**src/design/i2cs_pkg.sv**
```systemverilog
// Shared types, status codes and constants of the I2C transfer sequencer.
package i2cs_pkg;

	// Item commands.
	typedef enum logic [1:0] {
		CMD_LOAD  = 2'd0,
		CMD_BEGIN = 2'd1,
		CMD_EVENT = 2'd2,
		CMD_TICK  = 2'd3
	} cmd_t;

	// Controller status codes reported with a bus event.
	localparam logic [7:0] ST_START     = 8'h08;
	localparam logic [7:0] ST_RSTART    = 8'h10;
	localparam logic [7:0] ST_AW_ACK    = 8'h18;
	localparam logic [7:0] ST_AW_NACK   = 8'h20;
	localparam logic [7:0] ST_DATA_ACK  = 8'h28;
	localparam logic [7:0] ST_DATA_NACK = 8'h30;
	localparam logic [7:0] ST_AR_ACK    = 8'h40;
	localparam logic [7:0] ST_AR_NACK   = 8'h48;
	localparam logic [7:0] ST_RX_ACK    = 8'h50;
	localparam logic [7:0] ST_RX_NACK   = 8'h58;

	// Classified bus events.
	typedef enum logic [3:0] {
		EV_START,
		EV_RSTART,
		EV_AW_ACK,
		EV_DATA_ACK,
		EV_DATA_NACK,
		EV_AR_ACK,
		EV_RX_ACK,
		EV_RX_NACK,
		EV_ADDR_NACK,
		EV_OTHER
	} evt_t;

	// Acknowledge actions.
	localparam logic [1:0] ACK_KEEP = 2'd0;
	localparam logic [1:0] ACK_ACK  = 2'd1;
	localparam logic [1:0] ACK_NACK = 2'd2;

	// Transfer status codes as shown on xfer_state.
	localparam logic [2:0] XC_IDLE      = 3'd0;
	localparam logic [2:0] XC_BUSY      = 3'd1;
	localparam logic [2:0] XC_OK        = 3'd2;
	localparam logic [2:0] XC_NO_DATA   = 3'd3;
	localparam logic [2:0] XC_ADDR_NACK = 3'd4;
	localparam logic [2:0] XC_DATA_NACK = 3'd5;
	localparam logic [2:0] XC_ARB_LOST  = 3'd6;
	localparam logic [2:0] XC_TIMEOUT   = 3'd7;

	// Transfer state machine, one-hot.
	typedef enum logic [7:0] {
		XS_IDLE      = 8'b0000_0001,
		XS_BUSY      = 8'b0000_0010,
		XS_OK        = 8'b0000_0100,
		XS_NO_DATA   = 8'b0000_1000,
		XS_ADDR_NACK = 8'b0001_0000,
		XS_DATA_NACK = 8'b0010_0000,
		XS_ARB_LOST  = 8'b0100_0000,
		XS_TIMEOUT   = 8'b1000_0000
	} xs_t;

	// Configuration register indexes.
	localparam int CFG_IDX_W  = 2;
	localparam int CFG_DATA_W = 24;
	localparam logic [CFG_IDX_W-1:0] CFG_WRITE_COUNT = 2'd0;
	localparam logic [CFG_IDX_W-1:0] CFG_READ_COUNT  = 2'd1;
	localparam logic [CFG_IDX_W-1:0] CFG_TIMEOUT     = 2'd2;
	localparam logic [23:0] TIMEOUT_RESET = 24'hFF_FFFF;

	// Classified item as it waits between the front and back parts.
	typedef struct packed {
		cmd_t       cmd;
		evt_t       evt;
		logic [4:0] buf_index;
		logic [7:0] data;
	} op_t;

	// Queue between the front and back parts.
	localparam int Q_DEPTH = 2;
	localparam int Q_PTR_W = 1;
	localparam int Q_CNT_W = 2;

	function automatic logic [2:0] xs_code(xs_t xs);
		logic [2:0] code;
		unique case (xs)
			XS_IDLE:      code = XC_IDLE;
			XS_BUSY:      code = XC_BUSY;
			XS_OK:        code = XC_OK;
			XS_NO_DATA:   code = XC_NO_DATA;
			XS_ADDR_NACK: code = XC_ADDR_NACK;
			XS_DATA_NACK: code = XC_DATA_NACK;
			XS_ARB_LOST:  code = XC_ARB_LOST;
			XS_TIMEOUT:   code = XC_TIMEOUT;
			default:      code = XC_IDLE;
		endcase
		return code;
	endfunction

endpackage

```
**src/design/i2c_master_transfer_sequencer_core.sv**
```systemverilog
// Top level of the I2C master write-then-read transfer sequencer.
//
//   Channel   Direction  Handshake          Transfer takes place when
//   in        input      in_valid/in_stall  in_valid high, in_stall low
//   out       output     out_valid/out_stall out_valid high, out_stall low
//   cfg       input      cfg_valid/cfg_ready cfg_valid and cfg_ready high
//
// Every accepted item yields exactly one result. The block takes one item per cycle
// while in_stall is low. The input transfer writes an item into the two-entry queue;
// once it is at the head and the result register is not held by a stalled output,
// executing it reads the transmit buffer and loads the result register, which then shows it.
// The execute step, one small decode and one read of the transmit buffer, sets that rate.
// Reset clears positions, status, tick counter and configuration (timeout limit to all
// ones); the transmit buffer is not cleared and needs no clearing pass.
// A stalled output holds its result; the queue then fills and in_stall rises after two
// more transfers. cfg_ready is always high.
module i2c_master_transfer_sequencer_core import i2cs_pkg::*; #(
	parameter int BUFFER_DEPTH = 32
) (
	input  logic                  clk,
	input  logic                  arst_n,
	input  logic                  in_valid,
	output logic                  in_stall,
	input  logic [1:0]            cmd,
	input  logic [4:0]            buf_index,
	input  logic [7:0]            buf_data,
	input  logic [7:0]            bus_status,
	input  logic [7:0]            bus_rx_byte,
	output logic                  out_valid,
	input  logic                  out_stall,
	output logic                  tx_valid,
	output logic [7:0]            tx_byte,
	output logic                  set_start,
	output logic                  clear_start,
	output logic                  send_stop,
	output logic [1:0]            ack_action,
	output logic                  rx_valid,
	output logic [7:0]            rx_byte,
	output logic [4:0]            rx_index,
	output logic [2:0]            xfer_state,
	input  logic                  cfg_valid,
	output logic                  cfg_ready,
	input  logic [CFG_IDX_W-1:0]  cfg_index,
	input  logic [CFG_DATA_W-1:0] cfg_data
);

	// Queue signals between the front and back parts.
	logic q_push;
	logic q_full;
	logic q_pop;
	logic q_head_valid;
	op_t  q_push_op;
	op_t  q_head_op;

	// The front part classifies each item as it is accepted.
	i2cs_front u_front (
		.in_valid    (in_valid),
		.in_stall    (in_stall),
		.cmd         (cmd),
		.buf_index   (buf_index),
		.buf_data    (buf_data),
		.bus_status  (bus_status),
		.bus_rx_byte (bus_rx_byte),
		.q_full      (q_full),
		.q_push      (q_push),
		.q_op        (q_push_op)
	);

	// The queue decouples acceptance from execution so each side stalls on its own.
	i2cs_queue u_queue (
		.clk        (clk),
		.arst_n     (arst_n),
		.push       (q_push),
		.push_op    (q_push_op),
		.full       (q_full),
		.pop        (q_pop),
		.head_valid (q_head_valid),
		.head_op    (q_head_op)
	);

	// The back part carries items out in order, including buffer loads, so a load
	// is always seen by every later event.
	i2cs_back #(
		.BUFFER_DEPTH (BUFFER_DEPTH)
	) u_back (
		.clk         (clk),
		.arst_n      (arst_n),
		.cfg_valid   (cfg_valid),
		.cfg_ready   (cfg_ready),
		.cfg_index   (cfg_index),
		.cfg_data    (cfg_data),
		.q_valid     (q_head_valid),
		.q_op        (q_head_op),
		.q_pop       (q_pop),
		.out_valid   (out_valid),
		.out_stall   (out_stall),
		.tx_valid    (tx_valid),
		.tx_byte     (tx_byte),
		.set_start   (set_start),
		.clear_start (clear_start),
		.send_stop   (send_stop),
		.ack_action  (ack_action),
		.rx_valid    (rx_valid),
		.rx_byte     (rx_byte),
		.rx_index    (rx_index),
		.xfer_state  (xfer_state)
	);

endmodule

```
**src/design/i2cs_front.sv**
```systemverilog
// Front part: input handshake and classification of items into queue entries.
module i2cs_front import i2cs_pkg::*; (
	input  logic       in_valid,
	output logic       in_stall,
	input  logic [1:0] cmd,
	input  logic [4:0] buf_index,
	input  logic [7:0] buf_data,
	input  logic [7:0] bus_status,
	input  logic [7:0] bus_rx_byte,
	input  logic       q_full,
	output logic       q_push,
	output op_t        q_op
);

	evt_t evt;
	cmd_t cmd_c;

	assign cmd_c    = cmd_t'(cmd);
	assign in_stall = q_full;
	assign q_push   = in_valid && !q_full;

	always_comb begin
		unique case (bus_status)
			ST_START:     evt = EV_START;
			ST_RSTART:    evt = EV_RSTART;
			ST_AW_ACK:    evt = EV_AW_ACK;
			ST_DATA_ACK:  evt = EV_DATA_ACK;
			ST_DATA_NACK: evt = EV_DATA_NACK;
			ST_AR_ACK:    evt = EV_AR_ACK;
			ST_RX_ACK:    evt = EV_RX_ACK;
			ST_RX_NACK:   evt = EV_RX_NACK;
			ST_AW_NACK:   evt = EV_ADDR_NACK;
			ST_AR_NACK:   evt = EV_ADDR_NACK;
			default:      evt = EV_OTHER;
		endcase
	end

	// Loads carry the buffer byte, events carry the received byte.
	always_comb begin
		q_op.cmd       = cmd_c;
		q_op.evt       = evt;
		q_op.buf_index = buf_index;
		q_op.data      = (cmd_c == CMD_LOAD) ? buf_data : bus_rx_byte;
	end

endmodule

```
**src/design/i2cs_queue.sv**
```systemverilog
// Short queue of classified items between the front and back parts.
module i2cs_queue import i2cs_pkg::*; (
	input  logic clk,
	input  logic arst_n,
	input  logic push,
	input  op_t  push_op,
	output logic full,
	input  logic pop,
	output logic head_valid,
	output op_t  head_op
);

	op_t                entries_q [Q_DEPTH];
	logic [Q_PTR_W-1:0] wr_ptr_q;
	logic [Q_PTR_W-1:0] rd_ptr_q;
	logic [Q_CNT_W-1:0] count_q;

	assign full       = (count_q == Q_CNT_W'(Q_DEPTH));
	assign head_valid = (count_q != '0);
	assign head_op    = entries_q[rd_ptr_q];

	always_ff @(posedge clk) begin
		if (push) begin
			entries_q[wr_ptr_q] <= push_op;
		end
	end

	always_ff @(posedge clk or negedge arst_n) begin
		if (!arst_n) begin
			wr_ptr_q <= '0;
			rd_ptr_q <= '0;
			count_q  <= '0;
		end else begin
			if (push) begin
				wr_ptr_q <= Q_PTR_W'(wr_ptr_q + 1'b1);
			end
			if (pop) begin
				rd_ptr_q <= Q_PTR_W'(rd_ptr_q + 1'b1);
			end
			count_q <= Q_CNT_W'(count_q + Q_CNT_W'(push) - Q_CNT_W'(pop));
		end
	end

endmodule

```
**src/design/i2cs_back.sv**
```systemverilog
// Back part: configuration, transfer state, transmit buffer and result register.
module i2cs_back import i2cs_pkg::*; #(
	parameter int BUFFER_DEPTH = 32
) (
	input  logic                  clk,
	input  logic                  arst_n,
	input  logic                  cfg_valid,
	output logic                  cfg_ready,
	input  logic [CFG_IDX_W-1:0]  cfg_index,
	input  logic [CFG_DATA_W-1:0] cfg_data,
	input  logic                  q_valid,
	input  op_t                   q_op,
	output logic                  q_pop,
	output logic                  out_valid,
	input  logic                  out_stall,
	output logic                  tx_valid,
	output logic [7:0]            tx_byte,
	output logic                  set_start,
	output logic                  clear_start,
	output logic                  send_stop,
	output logic [1:0]            ack_action,
	output logic                  rx_valid,
	output logic [7:0]            rx_byte,
	output logic [4:0]            rx_index,
	output logic [2:0]            xfer_state
);

	localparam int IDX_W = (BUFFER_DEPTH > 1) ? $clog2(BUFFER_DEPTH) : 1;
	localparam logic [IDX_W-1:0] SLOT_LAST = IDX_W'(BUFFER_DEPTH - 1);

	// Slot follows its 6-bit position modulo the buffer depth.
	function automatic logic [IDX_W-1:0] slot_next(logic [5:0] pos, logic [IDX_W-1:0] slot);
		logic [IDX_W-1:0] nxt;
		nxt = ((pos == 6'd63) || (slot == SLOT_LAST)) ? '0 : IDX_W'(slot + 1'b1);
		return nxt;
	endfunction

	function automatic logic [1:0] ack_for(logic [5:0] pos, logic [5:0] count);
		logic [1:0] act;
		act = (({1'b0, pos} + 7'd1) < {1'b0, count}) ? ACK_ACK : ACK_NACK;
		return act;
	endfunction

	logic [5:0]       write_count_q;
	logic [5:0]       read_count_q;
	logic [23:0]      timeout_limit_q;
	logic [5:0]       write_pos_q, write_pos_d;
	logic [IDX_W-1:0] wslot_q, wslot_d;
	logic [5:0]       read_pos_q, read_pos_d;
	logic [IDX_W-1:0] rslot_q, rslot_d;
	xs_t              xs_q, xs_d;
	logic [23:0]      idle_ticks_q, idle_ticks_d;

	logic [7:0]       buf_mem [BUFFER_DEPTH];
	logic [IDX_W-1:0] load_slot_lut [32];
	logic             mem_we;
	logic [IDX_W-1:0] rd_addr;

	logic             exec;
	logic             r_tx_valid, r_set_start, r_clear_start, r_send_stop, r_rx_valid;
	logic [1:0]       r_ack;
	logic [4:0]       r_rx_index;
	logic [IDX_W+4:0] rslot_ext;

	logic             out_valid_q;
	logic             tx_valid_s2, set_start_s2, clear_start_s2, send_stop_s2, rx_valid_s2;
	logic [1:0]       ack_s2;
	logic [7:0]       rd_s2, rx_byte_s2;
	logic [4:0]       rx_index_s2;
	logic [2:0]       xfer_state_s2;

	for (genvar g = 0; g < 32; g++) begin : g_lut
		assign load_slot_lut[g] = IDX_W'(g % BUFFER_DEPTH);
	end

	assign cfg_ready = 1'b1;
	assign exec      = q_valid && (!out_valid_q || !out_stall);
	assign q_pop     = exec;
	assign mem_we    = exec && (q_op.cmd == CMD_LOAD);
	assign rslot_ext = {5'd0, rslot_q};
	assign r_rx_index = rslot_ext[4:0];

	always_comb begin
		write_pos_d   = write_pos_q;
		wslot_d       = wslot_q;
		read_pos_d    = read_pos_q;
		rslot_d       = rslot_q;
		xs_d          = xs_q;
		idle_ticks_d  = idle_ticks_q;
		rd_addr       = wslot_q;
		r_tx_valid    = 1'b0;
		r_set_start   = 1'b0;
		r_clear_start = 1'b0;
		r_send_stop   = 1'b0;
		r_rx_valid    = 1'b0;
		r_ack         = ACK_KEEP;
		unique case (q_op.cmd)
			CMD_LOAD: begin
			end
			CMD_BEGIN: begin
				r_set_start  = 1'b1;
				xs_d         = XS_BUSY;
				idle_ticks_d = '0;
			end
			CMD_EVENT: begin
				idle_ticks_d = '0;
				unique case (q_op.evt)
					EV_START: begin
						rd_addr       = '0;
						write_pos_d   = 6'd1;
						wslot_d       = slot_next(6'd0, '0);
						r_tx_valid    = 1'b1;
						r_clear_start = 1'b1;
					end
					EV_RSTART: begin
						read_pos_d    = '0;
						rslot_d       = '0;
						write_pos_d   = 6'(write_pos_q + 1'b1);
						wslot_d       = slot_next(write_pos_q, wslot_q);
						r_tx_valid    = 1'b1;
						r_clear_start = 1'b1;
					end
					EV_AW_ACK: begin
						if (write_count_q == 6'd1) begin
							r_send_stop = 1'b1;
							xs_d        = XS_NO_DATA;
						end else begin
							write_pos_d = 6'(write_pos_q + 1'b1);
							wslot_d     = slot_next(write_pos_q, wslot_q);
							r_tx_valid  = 1'b1;
						end
					end
					EV_DATA_ACK: begin
						if (write_pos_q < write_count_q) begin
							write_pos_d = 6'(write_pos_q + 1'b1);
							wslot_d     = slot_next(write_pos_q, wslot_q);
							r_tx_valid  = 1'b1;
						end else if (read_count_q != '0) begin
							r_set_start = 1'b1;
						end else begin
							r_send_stop = 1'b1;
							xs_d        = XS_OK;
						end
					end
					EV_DATA_NACK: begin
						r_send_stop = 1'b1;
						xs_d        = XS_DATA_NACK;
					end
					EV_AR_ACK: begin
						r_ack = ack_for(read_pos_q, read_count_q);
					end
					EV_RX_ACK: begin
						r_rx_valid = 1'b1;
						read_pos_d = 6'(read_pos_q + 1'b1);
						rslot_d    = slot_next(read_pos_q, rslot_q);
						r_ack      = ack_for(6'(read_pos_q + 1'b1), read_count_q);
					end
					EV_RX_NACK: begin
						r_rx_valid  = 1'b1;
						read_pos_d  = 6'(read_pos_q + 1'b1);
						rslot_d     = slot_next(read_pos_q, rslot_q);
						r_send_stop = 1'b1;
						xs_d        = XS_OK;
					end
					EV_ADDR_NACK: begin
						r_send_stop = 1'b1;
						xs_d        = XS_ADDR_NACK;
					end
					EV_OTHER: begin
						xs_d = XS_ARB_LOST;
					end
				endcase
			end
			CMD_TICK: begin
				if (xs_q == XS_BUSY) begin
					if (idle_ticks_q >= timeout_limit_q) begin
						xs_d          = XS_TIMEOUT;
						idle_ticks_d  = '0;
						r_clear_start = 1'b1;
					end else begin
						idle_ticks_d = 24'(idle_ticks_q + 1'b1);
					end
				end
			end
		endcase
	end

	// Transmit buffer; read data is registered with the result.
	always_ff @(posedge clk) begin
		if (mem_we) begin
			buf_mem[load_slot_lut[q_op.buf_index]] <= q_op.data;
		end
		if (exec) begin
			rd_s2 <= buf_mem[rd_addr];
		end
	end

	// A write to an unlisted register index is ignored.
	always_ff @(posedge clk or negedge arst_n) begin
		if (!arst_n) begin
			write_count_q   <= '0;
			read_count_q    <= '0;
			timeout_limit_q <= TIMEOUT_RESET;
		end else if (cfg_valid && cfg_ready) begin
			unique case (cfg_index)
				CFG_WRITE_COUNT: write_count_q   <= cfg_data[5:0];
				CFG_READ_COUNT:  read_count_q    <= cfg_data[5:0];
				CFG_TIMEOUT:     timeout_limit_q <= cfg_data[23:0];
				default: ;
			endcase
		end
	end

	always_ff @(posedge clk or negedge arst_n) begin
		if (!arst_n) begin
			write_pos_q  <= '0;
			wslot_q      <= '0;
			read_pos_q   <= '0;
			rslot_q      <= '0;
			xs_q         <= XS_IDLE;
			idle_ticks_q <= '0;
		end else if (exec) begin
			write_pos_q  <= write_pos_d;
			wslot_q      <= wslot_d;
			read_pos_q   <= read_pos_d;
			rslot_q      <= rslot_d;
			xs_q         <= xs_d;
			idle_ticks_q <= idle_ticks_d;
		end
	end

	always_ff @(posedge clk or negedge arst_n) begin
		if (!arst_n) begin
			out_valid_q <= 1'b0;
		end else if (exec) begin
			out_valid_q <= 1'b1;
		end else if (!out_stall) begin
			out_valid_q <= 1'b0;
		end
	end

	always_ff @(posedge clk) begin
		if (exec) begin
			tx_valid_s2    <= r_tx_valid;
			set_start_s2   <= r_set_start;
			clear_start_s2 <= r_clear_start;
			send_stop_s2   <= r_send_stop;
			ack_s2         <= r_ack;
			rx_valid_s2    <= r_rx_valid;
			rx_byte_s2     <= r_rx_valid ? q_op.data : 8'd0;
			rx_index_s2    <= r_rx_valid ? r_rx_index : 5'd0;
			xfer_state_s2  <= xs_code(xs_d);
		end
	end

	assign out_valid   = out_valid_q;
	assign tx_valid    = tx_valid_s2;
	assign tx_byte     = tx_valid_s2 ? rd_s2 : 8'd0;
	assign set_start   = set_start_s2;
	assign clear_start = clear_start_s2;
	assign send_stop   = send_stop_s2;
	assign ack_action  = ack_s2;
	assign rx_valid    = rx_valid_s2;
	assign rx_byte     = rx_byte_s2;
	assign rx_index    = rx_index_s2;
	assign xfer_state  = xfer_state_s2;

endmodule

```
**config.mk**
```make
export PLATFORM = sky130hd
export DESIGN_NAME = i2c_master_transfer_sequencer_core
export DESIGN_NICKNAME = d
export VERILOG_FILES = /design/src/design/i2cs_pkg.sv /design/src/design/i2c_master_transfer_sequencer_core.sv /design/src/design/i2cs_front.sv /design/src/design/i2cs_queue.sv /design/src/design/i2cs_back.sv
export SDC_FILE = /design/constraint.sdc
export NUM_CORES = 1
export LEC_CHECK = 0
export ABC_CLOCK_PERIOD_IN_PS = 3950
export BUFFER_PORTS_ARGS = -buffer_cell sky130_fd_sc_hd__buf_2
export CORE_UTILIZATION = 30
export CTS_CLUSTER_DIAMETER = 50
export DETAILED_ROUTE_END_ITERATION = 10
export SLEW_MARGIN = 20
export SYNTH_ARGS = -nofsm -noshare
export SYNTH_HDL_FRONTEND = slang
export SYNTH_HIERARCHICAL = 1
export SYNTH_SLANG_ARGS = --single-unit
```
**constraint.sdc**
```tcl
create_clock -name clk -period 3.95 [get_ports clk]
set_input_delay 0.5925 -clock clk [delete_from_list [all_inputs] [get_ports clk]]
set_output_delay 0.5925 -clock clk [all_outputs]
set_load 0.02 [all_outputs]
```
==> metrics.md, run 1 <==
| Metric | Value |
|---|---|
| Outcome | completed |
| Antenna viol nets, final | 0 |
| R2R Setup Slk | 0.33 ns |
| Post-layout nets | 1872 |
| Worst-path cell chain | buf_4 -> mux2_4 -> ha_1 -> or3b_4 -> nor3_4 -> buf_12 -> nor2_1 -> a211oi_1 -> a21oi_1 -> mux4_2 -> mux2i_1 |
| Peak VDD IR | 0.302 mV |
| First-pass GRT wire length | 71.5 mm |
| Resized cells post-CTS | 0 |
| CP Launch Point | u_queue/rd_ptr_q |
| I/O pin cnt | 96 |
| Clock transition at the registers of the reported paths | 0.06 ns |
| Syn. warnings | 6 |
| Leakage power | 8.63 nW |
| Syn avg cell area | 11.7 um2 |
| Routed wl met2 | 20.2 mm |
| Crit Path Max Fanout | 64 |
| Async SR Flop Fraction | 22.6% |
| Critical Path RT | 4.39 ns |
| Mapped Area | 19600 um2 |
| Grt ovf | 0 |
| Proportion of synthesized chip area in sequential cells | 62.2% |
| Post-synthesis register bit count | 420 |
| R2r startpoint | u_queue/rd_ptr_q |
| Yosys top cell area share | 49.9% |
| Worst r2r dst | u_back/rd_s2[5] |
| TritonCTS clock tree | yes |
| Cell Count, Final, Fillers Out | 2648 |
| Final setup fails | 0 |
| Die width | 257 um |
| Final slew viol count | 0 |
| RSZ-0062 raised after global routing | no |
| GRT Util Overall | 13.7% |
| Tot Pwr | 14.3 mW |
| R2R depth | 11 |
| Count leader, synth | edfxtp_1 |
| Placed cell count | 2558 |
| Worst Hold Class | in2async |
| Post-CTS Setup Bufs | 0 |
| EDFF count, synth | 325 |
| Syn Nets | 1787 |
| Root buffer cell | clkbuf_16 |
| DRT met1 WL | 21.6 mm |
| # DRC | 0 |
| Highest Clock Rate | 0.276 GHz |
| Post-synth top area cell | edfxtp_1 |
| Critical Path Slowest Stage Cell | mux4_2 |
| Initial Utilization | 30.4% |
| Setup crit end kind | flop |
| Area Overhead vs Synth | 15.5% |
| WL met3 | 2.49 mm |
| Worst-margin pin slew | 0.958 ns |
| Cells after Synth | 1670 |
| Core Box Area | 64500 um2 |
| Routed WL | 45.5 mm |
| Post-DP HPWL | 29.7 mm |
| Die Height | 257 um |
| DRT iter0 DRCs | 1001 |
| CTS Buffer Depth | 3 |
| Top FF cell, synth | edfxtp_1 |
| Die area | 66300 um2 |
| Hold buffers post-CTS | 0 |
| Worst stage delay on the critical path | 0.51 ns |
| P per Cell Area | 635 nW/um2 |
| Vias in the first global route | 12426 |
| TritonCTS buffer count | 49 |
| 1st-pass router iterations | 7 |
| CP Depth | 11 |
| Relative slew slack | 35.9% |
| List of most frequent post-synthesis cells | 325 x edfxtp_1, 307 x nor2_1, 154 x nand2_1 |
| Hold Fails Final Rpt | 0 |
| Netlist cell types | 74 |
| # H-tree levels | 2 |
| Util after Layout | 35.1% |
| Via density | 4.91 |
| Rows | 93 |
| Setup Skew | 0.0233 ns |
| Routability Congestion | 0.836 |
| Clk Latency, worst-skew pair | 0.59 ns |
| Crit path arrival time | 4.06 ns |
| Highest metal used | met5 |
| TritonCTS Sinks | 420 |
| Type of origin of the critical path | flop |
| Initial antenna violation count | 1 |
| Port bufs | 94 |
| Minimum clock period | 3.62 ns |
| Worst hold slack | 0.123 ns |
| CP delay by family, top | multiplexers |
| Share of cells above drive strength 1 | 17.9% |
| N_diodes | 0 |
| Via count | 13000 |
| Setup CP Type | reg2reg |
| Setup TNS | 0 ns |
| Final period utilization | 91.6% |
| Crit path buffers/inverters | 2 |
| Max_cap viols | 0 |
| DR WL/cell | 17.2 um |
| Largest net degree at the start of global routing | 74 |
| Synth top area cells | edfxtp_1 50%, dfrtp_1 9.0%, nor2_1 5.9%, ha_1 3.5%, dfstp_2 3.4% |
-- logic make-up (layout without fill, tap and decap cells) --
group / Yosys count / in the layout / synth area share (%)
muxes: 86 / 86 / 6.17
DFF: 420 / 420 / 62.2
other: 1 / 1 / 0.0192
xor gates and xnor gates: 13 / 13 / 0.658
buffers and inverters: 135 / 258 / 3.13
and+or+nand+nor: 648 / 648 / 14.7
adders and majority gates: 55 / 55 / 3.52
AOI/OAI and AO/OA: 312 / 312 / 9.64
-- layer usage --
| layer | up-vias | track usage, % |
|---|---|---|
| li1 | 6187 | - |
| met1 | 6368 | 20.0 |
| met2 | 371 | 20.5 |
| met3 | 72 | 2.30 |
| met4 | 2 | 4.26 |
| met5 | - | 0 |
-- worst max path at each step --
stage	to	slack, ns
floorplan	u_back/buf_mem[28][0]	0.67
global placement	u_back/rd_s2[1]	0.45
detailed placement	u_back/rd_s2[1]	0.34
CTS	u_back/rd_s2[1]	0.32
global route	u_back/rd_s2[5]	0.12
finish	u_back/rd_s2[5]	0.33
-- cells in the final DEF, fill, tap and decap left out, drive strengths merged, types with 16 or more instances in the layout --
master    n
inv      60
ha       55
dfrtp    70
a211oi   37
clkbuf   53
and3     17
nand3    60
nor2b    17
mux4     16
nand2   154
o21ai   114
and2     29
a21oi    94
buf     117
edfxtp  325
dfstp    25
nor2    309
clkinv   19
mux2     60
-- stage by stage --
step           area, um2  setup slack (ns)
6_report           22600             0.331
5_1_grt            22600             0.120
4_1_cts            22600             0.323
3_5_place_dp       21000             0.341
3_3_place_gp       21000             0.453
2_1_floorplan      19600             0.674
-- registers in the layout, indices dropped and copies added (netlist names), 2 cells and up --
signal                  cells
u_back/ack_action           2
u_back/read_count_q         6
u_back/buf_mem            256
u_back/read_pos_q           6
u_back/xs_q                 8
u_back/xfer_state           3
u_back/rx_index             5
u_queue/count_q             2
u_back/idle_ticks_q        24
u_queue/entries_q          38
u_back/write_pos_q          6
u_back/r_rx_index           5
u_back/wslot_q              5
u_back/timeout_limit_q     24
u_back/write_count_q        6
u_back/rx_byte              8
u_back/rd_s2                8
-- area by class of cell --
cell class / count / area, um2
flip-flops and latches: 420 / 12200
clock inverters: 36 / 384
fillers: 6302 / 41900
multi-input cells: 1115 / 6810
clock buffers: 53 / 1250
repair buffers: 117 / 728
well taps: 855 / 1070
inverters: 52 / 195
-- power breakdown --
group	internal, mW	total, mW	switching (mW)
combinational	1.29	3.93	2.64
sequential	5.63	5.88	0.252
clock	2.65	4.54	1.88
Note: power is estimated with default switching activity, not from simulation.
==> inputs of run 2 (changes only) <==
Settings changed: PLACE_DENSITY set to 0.52.
==> run 2 against run 1 <==
First-iteration DRC count decreased by 3.1%. Critical path depth is the same. Sequential power down 0.7%. Fmax decreased by 0.44%. Register-to-register slack worse by 0.02 ns. Clock skew decreased by 0.00097 ns. Flip-flop and latch count unchanged. Highest routed layer is now met4. Via count up 0.40%. Power is 3.1% higher.
==> metrics.md, run 2 (synthesized netlist as in run 1, its figures left out) <==
| Metric | Value |
|---|---|
| Outcome | completed (unchanged) |
| Minimum clock period | 3.63 ns (was 3.62 ns) |
| Most frequent cells in the layout | 325 x edfxtp_1, 307 x nor2_1, 152 x nand2_1 (unchanged) |
| GRT Util Overall | 14.4% (was 13.7%) |
| Antenna viol nets, final | 0 (unchanged) |
| Vias in the first global route | 12799 (was 12426) |
| Peak VDD IR | 0.313 mV (was 0.302 mV) |
| Root buffer cell | clkbuf_16 (unchanged) |
| Highest Clock Rate | 0.275 GHz (was 0.276 GHz) |
| TritonCTS clock tree | yes (unchanged) |
| Util after Layout | 35.4% (was 35.1%) |
| Max reg flops | 256 (unchanged) |
| Clock transition at the registers of the reported paths | 0.06 ns (about the same) |
| Setup crit end kind | flop (unchanged) |
| DR WL/cell | 17.9 um (was 17.2 um) |
| Critical Path RT | 4.39 ns (about the same) |
| Initial antenna violation count | 1 (unchanged) |
| Die Height | 257 um (unchanged) |
| Fill count | 6391 (was 6302) |
| Final slew viol count | 0 (unchanged) |
| Area Overhead vs Synth | 16.5% (was 15.5%) |
| I/O pin cnt | 96 (unchanged) |
| Setup Skew | 0.0223 ns (was 0.0233 ns) |
| TritonCTS buffer count | 56 (was 49) |
| RSZ-0062 raised after global routing | no (unchanged) |
| Rows | 93 (unchanged) |
| Worst Hold Class | in2async (unchanged) |
| Setup WS post-layout | 0.315 ns (was 0.331 ns) |
| Final period utilization | 92.0% (was 91.6%) |
| Critical Path Slowest Stage Cell | buf_4 (was mux4_2) |
| Worst-margin pin slew | 1.07 ns (was 0.958 ns) |
| Post-Layout Inst Area | 22800 um2 (was 22600 um2) |
| Clk Latency, worst-skew pair | 0.61 ns (was 0.59 ns) |
| Leakage power | 8.74 nW (was 8.63 nW) |
| Share of cells above drive strength 1 | 18.8% (was 17.9%) |
| Setup CP Type | reg2reg (unchanged) |
| First-pass GRT wire length | 74.7 mm (was 71.5 mm) |
| Type of origin of the critical path | flop (unchanged) |
| Via density | 4.89 (was 4.91) |
| Port bufs | 94 (unchanged) |
| # H-tree levels | 2 (unchanged) |
| Post-CTS Setup Bufs | 0 (unchanged) |
| Placed Area | 21000 um2 (about the same) |
| Commonest non-fill, non-tap cell in the layout | edfxtp_1 (unchanged) |
| Worst stage delay on the critical path | 0.64 ns (was 0.51 ns) |
| R2R Setup Slk | 0.32 ns (was 0.33 ns) |
| DRT iter0 DRCs | 970 (was 1001) |
| CP Depth | 11 (unchanged) |
| Initial Utilization | 30.4% (unchanged) |
| Hold buffers post-CTS | 0 (unchanged) |
| Crit path buffers/inverters | 2 (unchanged) |
| R2R depth | 11 (unchanged) |
| Crit Path Max Fanout | 64 (unchanged) |
| TritonCTS Sinks | 420 (unchanged) |
| Largest net degree at the start of global routing | 80 (was 74) |
| Hold Fails Final Rpt | 0 (unchanged) |
| Dpl ws | 0.291 ns (was 0.341 ns) |
| Crit path arrival time | 4.08 ns (was 4.06 ns) |
| Worst-path cell chain | mux2_4 -> inv_1 -> ha_1 -> or3b_4 -> nor3_4 -> buf_4 -> nor2_1 -> a211oi_1 -> a21oi_1 -> mux4_2 -> mux2i_1 (was buf_4 -> mux2_4 -> ha_1 -> or3b_4 -> nor3_4 -> buf_12 -> nor2_1 -> a211oi_1 -> a21oi_1 -> mux4_2 -> mux2i_1) |
| Max_cap viols | 0 (unchanged) |
| Via count | 13052 (was 13000) |
| Core Box Area | 64500 um2 (unchanged) |
| Setup TNS | 0 ns (unchanged) |
| CP delay by family, top | multiplexers (unchanged) |
| Post-layout nets | 1887 (was 1872) |
| 1st-pass router iterations | 7 (unchanged) |
| Routed WL | 47.8 mm (was 45.5 mm) |
| Routability Congestion | 0.815 (was 0.836) |
| Die area | 66300 um2 (unchanged) |
| # DRC | 0 (unchanged) |
| Final setup fails | 0 (unchanged) |
| CTS Buffer Depth | 3 (unchanged) |
| Relative slew slack | 28.4% (was 35.9%) |
| P per Cell Area | 649 nW/um2 (was 635 nW/um2) |
| Die width | 257 um (unchanged) |
| Post-DP HPWL | 31.3 mm (was 29.7 mm) |
| Resized cells post-CTS | 0 (unchanged) |
| Grt ovf | 0 (unchanged) |
[run 2: changes by cell type in the layout (fill, tap and decap cells not counted), moves of 3 or more]
cell       before  now
clkinv_4        0    3
clkinv_1        9    6
inv_8           1    5
buf_4          17   29
clkbuf_16      49   57
buf_12          6    2
[run 2: final timing paths]
path,start,end
min in group clk,buf_index[3],u_queue/entries_q[1][11]
max reg2reg,u_queue/rd_ptr_q,u_back/rd_s2[3]
max,u_queue/rd_ptr_q,u_back/rd_s2[3]
min,arst_n,u_back/out_valid
min reg2reg,u_queue/wr_ptr_q,u_queue/wr_ptr_q
max in group asynchronous,arst_n,u_back/timeout_limit_q[2]
[run 2: cell type report]
class | instances | area (um2) | area share, %
Inverter | 52 | 195 | 0.856
Multi-Input combinational cell | 1115 | 6810 | 29.9
Timing Repair Buffer | 125 | 738 | 3.24
Antenna cell | 1 | 2.50 | 0.0110
Clock inverter | 36 | 353 | 1.55
Sequential cell | 420 | 12200 | 53.4
Clock buffer | 63 | 1460 | 6.40
Tap cell | 855 | 1070 | 4.69
[run 2: stage by stage]
stage	instances	hold slack, ns	total power, mW
global placement	2566	0.488	9.93
floorplan	1670	0.297	8.55
detailed placement	2567	0.494	9.97
CTS	2666	0.139	15.0
global route	2666	0.157	15.6
finish	2667	0.147	14.8
[run 2: worst reg2reg max path, stage by stage (launching register included)]
cell      delay [ns]
dfrtp_1         0.44
mux2_4          0.34
inv_1           0.10
ha_1            0.18
or3b_4          0.42
nor3_4          0.20
buf_4           0.64
nor2_1          0.09
a211oi_1        0.25
a21oi_1         0.12
mux4_2          0.55
mux2i_1         0.15
[run 2: power by group]
| group | internal (mW) | switching (mW) |
|---|---|---|
| clock | 2.94 | 1.98 |
| combinational | 1.31 | 2.71 |
| sequential | 5.63 | 0.214 |
| total | 9.88 | 4.91 |
[run 2: per-layer routing]
layer / track usage, % / wire, um
met2: 21.9 / 21100
met1: 21.3 / 23400
met5: 0 / 0
met3: 1.90 / 2250
met4: 4.62 / 1040
==> inputs of run 3 (changes only) <==
Settings changed: ABC_CLOCK_PERIOD_IN_PS 3950 to 4450, GPL_ROUTABILITY_DRIVEN set to 1.
Clock period 3.95 ns to 4.45 ns, I/O delays scaled along.
==> run 3 against run 2 <==
Power is 14% lower. Via count is 0.93% lower. Sequential power is 10% lower. Non-clock buffer count is 9 lower. First-iteration DRC count is 7.6% higher. Largest power group unchanged.
==> metrics.md, run 3 (synthesized netlist as in run 1, its figures left out) <==
| Metric | Value |
|---|---|
| Initial antenna violation count | 0 (was 1) |
| DRT iter0 DRCs | 1044 (was 970) |
| Relative slew slack | 32.4% (was 28.4%) |
| Die Height | 257 um (unchanged) |
| P per Cell Area | 564 nW/um2 (was 649 nW/um2) |
| Core Box Area | 64500 um2 (unchanged) |
| First-pass GRT wire length | 73.5 mm (was 74.7 mm) |
| Vias in the first global route | 12563 (was 12799) |
| GRT Util Overall | 14.2% (was 14.4%) |
| Hold Fails Final Rpt | 0 (unchanged) |
| Final slew viol count | 0 (unchanged) |
| Routed WL | 47.3 mm (was 47.8 mm) |
| Worst-margin pin slew | 1.01 ns (was 1.07 ns) |
| Hold buffers post-CTS | 0 (unchanged) |
| Clk Latency, worst-skew pair | 0.60 ns (was 0.61 ns) |
| Critical Path RT | 4.88 ns (was 4.39 ns) |
| Post-DP HPWL | 31.4 mm (was 31.3 mm) |
| Die area | 66300 um2 (unchanged) |
| Setup Skew | 0.0352 ns (was 0.0223 ns) |
| Port bufs | 94 (unchanged) |
| Via density | 4.88 (was 4.89) |
| Most frequent cells in the layout | 325 x edfxtp_1, 307 x nor2_1, 152 x nand2_1 (unchanged) |
| Initial Utilization | 30.4% (unchanged) |
| Outcome | completed (unchanged) |
| Root buffer cell | clkbuf_16 (unchanged) |
| Minimum clock period | 3.58 ns (was 3.63 ns) |
| Post-CTS Setup Bufs | 0 (unchanged) |
| Antenna viol nets, final | 0 (unchanged) |
| DR WL/cell | 17.8 um (was 17.9 um) |
| Placed cell count | 2558 (was 2567) |
| Post-layout nets | 1872 (was 1887) |
| Share of cells above drive strength 1 | 17.9% (was 18.8%) |
| Setup crit end kind | flop (unchanged) |
| Setup CP Type | reg2reg (unchanged) |
| Highest Clock Rate | 0.279 GHz (was 0.275 GHz) |
| Type of origin of the critical path | flop (unchanged) |
| Crit Path Max Fanout | 64 (unchanged) |
| Clock transition at the registers of the reported paths | 0.06 ns (about the same) |
| Final setup fails | 0 (unchanged) |
| Rows | 93 (unchanged) |
| Commonest non-fill, non-tap cell in the layout | edfxtp_1 (unchanged) |
| Largest net degree at the start of global routing | 94 (was 80) |
| Die width | 257 um (unchanged) |
| Max_cap viols | 0 (unchanged) |
| Leakage power | 8.62 nW (was 8.74 nW) |
| TritonCTS buffer count | 50 (was 56) |
| Placed Area | 20900 um2 (was 21000 um2) |
| 1st-pass router iterations | 5 (was 7) |
| Area Overhead vs Synth | 15.4% (was 16.5%) |
| Via count | 12931 (was 13052) |
| Max reg flops | 256 (unchanged) |
| Grt ovf | 0 (unchanged) |
| Final period utilization | 80.5% (was 92.0%) |
| CTS Buffer Depth | 3 (unchanged) |
| Resized cells post-CTS | 0 (unchanged) |
| Post-Layout Inst Area | 22600 um2 (was 22800 um2) |
| # DRC | 0 (unchanged) |
| Setup TNS | 0 ns (unchanged) |
| TritonCTS clock tree | yes (unchanged) |
| # H-tree levels | 2 (unchanged) |
| Crit path arrival time | 4.01 ns (was 4.08 ns) |
| Peak VDD IR | 0.324 mV (was 0.313 mV) |
| Cell Count, Final, Fillers Out | 2651 (was 2667) |
| Worst Hold Class | in2async (unchanged) |
| I/O pin cnt | 96 (unchanged) |
| Routability Congestion | 0.846 (was 0.815) |
| TritonCTS Sinks | 420 (unchanged) |
| N_diodes | 0 (was 1) |
| RSZ-0062 raised after global routing | no (unchanged) |
-- run 3: layout make-up --
class                      instances  area [um2]
multi-input combinational       1115        6810
tap                              855        1070
sequential                       420       12200
clock buffer                      62        1370
timing repair buffer             116         683
inverter                          52         195
clock inverter                    31         287
fill                            6361       41900
-- run 3: where the power goes --
part | internal (mW) | switching (mW) | total (mW)
registers | 5.00 | 0.255 | 5.25
logic | 1.12 | 2.33 | 3.46
clock network | 2.34 | 1.70 | 4.04
total | 8.45 | 4.29 | 12.7
-- run 3: metrics by stage --
step / hold WS, ns / setup slack [ns] / utilization (%) / total power [mW]
6_report: 0.209 / 0.867 / 35.0 / 12.7
5_1_grt: 0.222 / 0.624 / 35.0 / 13.4
4_1_cts: 0.212 / 0.880 / 35.0 / 12.9
3_5_place_dp: 0.491 / 0.923 / 32.5 / 8.82
3_3_place_gp: 0.480 / 0.975 / 32.4 / 8.75
2_1_floorplan: 0.372 / 1.10 / - / 7.59
-- run 3: path summary, 6_finish.rpt --
| kind | startpoint | slack, ns | endpoint | depth (start not counted) |
|---|---|---|---|---|
| max | u_queue/rd_ptr_q | 0.87 | u_back/rd_s2[7] | 11 |
| min | arst_n | 0.21 | u_queue/count_q[0] | 1 |
| max reg2reg | u_queue/rd_ptr_q | 0.87 | u_back/rd_s2[7] | 11 |
| min reg2reg | u_back/idle_ticks_q[23] | 0.50 | u_back/idle_ticks_q[23] | 1 |
| max in group asynchronous | arst_n | 3.24 | u_back/r_rx_index[3] | 2 |
| min in group clk | buf_index[3] | 0.25 | u_queue/entries_q[1][11] | 1 |
-- run 3: layer usage --
metal / share of wire (%) / global-route usage, %
met1: 49 / 20.9
met2: 44 / 21.4
met3: 5.6 / 2.53
met4: 1.9 / 3.94
met5: 0 / 0
-- run 3: worst max-delay path, cell delays in order, from the launching register on --
cell,delay (ns)
dfrtp_1,0.57
mux2_4,0.36
inv_1,0.10
ha_1,0.17
or3b_4,0.41
nor3_4,0.23
buf_12,0.31
nor2_1,0.08
a21oi_1,0.31
a21oi_1,0.15
mux4_2,0.51
mux2i_1,0.15
